**config.mk**
```make
export PLATFORM = sky130hd
export DESIGN_NAME = imq_cell
export DESIGN_NICKNAME = d
export VERILOG_FILES = /design/src/imq_pkg.sv /design/src/imq_cell.sv
export SDC_FILE = /design/constraint.sdc
export NUM_CORES = 1
export LEC_CHECK = 0
export BUFFER_PORTS_ARGS = -buffer_cell sky130_fd_sc_hd__buf_2
export CORE_ASPECT_RATIO = 1.75
export CORE_MARGIN = 3
export CORE_UTILIZATION = 49
export DETAILED_ROUTE_END_ITERATION = 8
export HOLD_SLACK_MARGIN = 0.12
export PLACE_DENSITY = 0.87
export SYNTH_ARGS = -nofsm -noshare
export SYNTH_HDL_FRONTEND = slang
export SYNTH_SLANG_ARGS = --single-unit
```
**constraint.sdc**
```tcl
create_clock -name i_clk -period 10.9 [get_ports i_clk]
set_clock_uncertainty 0.1 [all_clocks]
set_input_delay 2.725 -clock i_clk [delete_from_list [all_inputs] [get_ports i_clk]]
set_output_delay 2.725 -clock i_clk [all_outputs]
set_load 0.02 [all_outputs]
```
**src/imq_pkg.sv**
```systemverilog
// shared types, widths and codes for the indexed min priority queue
package imq_pkg;

    localparam int KEY_W        = 16;
    localparam int HANDLE_W     = 7;
    localparam int HANDLES      = 1 << HANDLE_W;
    localparam int COUNT_OUT_W  = 8;
    localparam int STATUS_W     = 2;
    localparam int DEF_CAPACITY = 128;

    typedef enum logic {
        FN_INSERT = 1'b0,
        FN_REMOVE = 1'b1
    } t_func;

    typedef enum logic [STATUS_W-1:0] {
        ST_OK     = 2'd0,
        ST_FULL   = 2'd1,
        ST_DUP    = 2'd2,
        ST_ABSENT = 2'd3
    } t_status;

    typedef enum logic {
        S_IDLE = 1'b0,
        S_EXEC = 1'b1
    } t_state;

    // one stored entry of the sorted chain
    typedef struct packed {
        logic                valid;
        logic [KEY_W-1:0]    key;
        logic [HANDLE_W-1:0] handle;
    } t_entry;

    // operation broadcast to every cell
    typedef struct packed {
        logic                ins;
        logic                rem;
        logic [KEY_W-1:0]    key;
        logic [HANDLE_W-1:0] handle;
    } t_cell_cmd;

endpackage

```
**src/imq_cell.sv**
```systemverilog
// one cell of the sorted entry chain: holds an entry, shifts right on insert, left on remove
module imq_cell
    import imq_pkg::*;
(
    input  logic      i_clk,
    input  logic      i_rst_n,
    input  t_cell_cmd i_cmd,
    input  t_entry    i_left,
    input  logic      i_left_lt,
    input  t_entry    i_right,
    output t_entry    o_ent,
    output logic      o_lt
);

    t_entry r_ent;
    t_entry n_ent;
    logic   w_ge;

    // entries are ordered by key, then handle; the core lets each handle in only once, so every stored pair is unique
    assign o_lt = !r_ent.valid ||
                  ({i_cmd.key, i_cmd.handle} < {r_ent.key, r_ent.handle});
    assign w_ge = r_ent.valid &&
                  ({r_ent.key, r_ent.handle} >= {i_cmd.key, i_cmd.handle});
    assign o_ent = r_ent;

    always_comb begin
        n_ent = r_ent;
        if (i_cmd.ins) begin
            if (i_left_lt) begin
                n_ent = i_left;
            end else if (o_lt) begin
                n_ent.valid  = 1'b1;
                n_ent.key    = i_cmd.key;
                n_ent.handle = i_cmd.handle;
            end
        end else if (i_cmd.rem && w_ge) begin
            n_ent = i_right;
        end
    end

    always_ff @(posedge i_clk) begin
        if (!i_rst_n) begin
            r_ent.valid <= 1'b0;
        end else begin
            r_ent <= n_ent;
        end
    end

endmodule
```
==> flow_metrics.tcl <==
set metrics [dict create \
    clkTransAtPathRegs_ns 0.08 \
    yosysSeqAreaShare 0.378 \
    gp_congestion 0.741 \
    viasPerCell 5.11 \
    largest_reg_flops 24 \
    synth.distinct_cells 30 \
    synthesis.nets 299 \
    die-width_um 52.8 \
    synth_cells 200 \
    synth_ff_type "edfxtp_1" \
    place_inst 338 \
    async_flop_share 0 \
    drtIter0Drc 24 \
    fmax_mhz 140 \
    n_antenna_cell 0 \
    cts_buffers 3 \
    rsz0062_at_grt "no" \
    finalCriticalPeriod_ns 7.15 \
    fin_crit_sh 0.656 \
    fin_nets 396 \
    power_leakage_uw 0.00125 \
    ys_warn_count 0 \
    die_h_um 88.0 \
    crit_fanout 3 \
    antenna_found_initial 0 \
    synth_area_leaders "edfxtp_1 37%, ha_1 15%, mux2i_1 12%, a21oi_1 9.3%, nor2_1 5.2%" \
    postCtsHoldBufs 0 \
    finalSetupViolations 0 \
    drive_gt1_frac 0.372 \
    cts_resized 0 \
    cts_max_path_buffers 2 \
    grt_pass1_wl_um 7250 \
    syn-cell-area_um2 1880 \
    synthXorXnorAreaFrac 0 \
    crit_path_start_kind "input pin" \
    io_pins 101 \
    hold_viol 0 \
    grt_pass1_vias 1774 \
    ir_worst_vdd_v 0.0000805 \
    routed_wirelength_um 4610 \
    fin_cells 342 \
    syn_to_final_growth_pct 30.5 \
    hold_path.class "flop to flop" \
    root_buffer "clkbuf_8" \
    synth_compound_area_frac 0.136 \
    cts_tree "done" \
    finalMaxSlewViolations 0 \
    initial_core_util 0.513 \
    cts.sinks 24 \
    num_rows 29 \
    setup_tns_ns 0 \
    layout_common_cells "100 x buf_2, 35 x a21oi_1, 26 x nor2_1" \
    worst_setup_path_end_kind "output pin" \
    worstPathArrival_ns 4.32 \
    clock_latency_ns 0.26 \
    gr-total-overflow 0 \
    tightest_slew_ns 1.20 \
    slew_headroom 0.199 \
    grt_use_total 0.205 \
    synthDominantCellAreaShare 0.367 \
    vias 1748 \
    status "finished, final reports clean" \
    synth-adder-area-share 0.153 \
    dieArea_um2 4650 \
    wl_per_cell_um 13.5 \
    powerDensity_nw_per_um2 95.0 \
    ant_nets 0 \
    ys_ff_latch 24 \
    final_core_util 0.670 \
    dp_hpwl_um 3760 \
    crit_type "input pin to output pin" \
    synth-simple-area-share 0.148 \
    firstDrtPassIters 4 \
    io_buffers 100 \
    cp_data_required_time_ns 8.08 \
    dpl-instance-area_um2 2410 \
    syn_avg_cell_area_um2 9.41 \
    maxCapViolCount 0 \
    grt_max_degree 52 \
    final_common_cell "buf_2" \
    stdcell_area_um2 2450 \
    yosys.area.top_type "edfxtp_1" \
    core_area_um2 3660 \
    post-cts-setup-buffers 0 \
    synth_enable_flop_cells 23 \
    muxShareOfSynthArea 0.122 \
    htree_levels 1 \
    drc 0 \
    synth_top_family_by_area "adder cells" \
]
routing by layer:
layer,track usage,share of wire,up-vias
li1,-,-,914
met1,0.197,0.34,773
met4,0.0837,0.017,0
met2,0.416,0.60,55
met5,0,0,-
met3,0.0187,0.048,6
critical path, stage by stage:
cell      delay [ns]
buf_2           0.09
inv_1           0.05
ha_1            0.35
a21oi_1         0.16
nand2_1         0.08
a221oi_1        0.42
nand4_1         0.15
nand2_1         0.10
nand2_1         0.05
buf_2           0.16
report_power, final:
| group | leakage [uW] | switching [uW] | internal [uW] |
|---|---|---|---|
| clock network | 0.0000231 | 28.2 | 25.2 |
| registers | 0.000222 | 2.87 | 108 |
| logic | 0.00101 | 38.1 | 30.5 |
logic make-up after synthesis:
group	after synthesis
adder cells (fa/ha/maj)	23
AND/OR/NAND/NOR	53
AO/OA/AOI/OAI	46
multiplexers	23
flip-flops	24
buffers and inverters	31
area by class of cell:
type / count / area, um^2
clock buffers: 3 / 41.3
clock inverters: 1 / 3.75
multi-input cells: 145 / 1050
flip-flops and latches: 24 / 711
fillers: 326 / 1210
repair buffers: 100 / 500
well taps: 46 / 57.6
inverters: 23 / 86.3
per-stage QoR:
| stage | setup WS (ns) | hold slack [ns] | power (uW) |
|---|---|---|---|
| 2_1_floorplan | 4.07 | 0.606 | 156 |
| 3_3_place_gp | 3.79 | 0.521 | 180 |
| 3_5_place_dp | 3.74 | 0.517 | 183 |
| 4_1_cts | 3.73 | 0.538 | 237 |
| 5_1_grt | 3.53 | 0.604 | 250 |
| 6_report | 3.75 | 0.532 | 233 |
path summary, 6_finish.rpt:
path / from / to / slack, ns / cells after the start
max: i_cmd[21] / o_lt / 3.75 / 10
min: o_ent[23] / o_ent[23] / 0.53 / 1
min reg2reg: o_ent[23] / o_ent[23] / 0.53 / 1
max reg2reg: o_ent[21] / o_ent[13] / 7.74 / 7
cells in the mapped netlist (2+ instances only):
cell type,count
ha_1,23
nor2_1,26
nand3_1,2
a21oi_1,35
nand4_1,6
clkbuf_1,5
o21ai_0,3
o21ai_1,2
inv_1,23
buf_2,2
nand2_1,10
edfxtp_1,23
mux2i_1,23
Note: power is estimated with default switching activity, not from simulation.
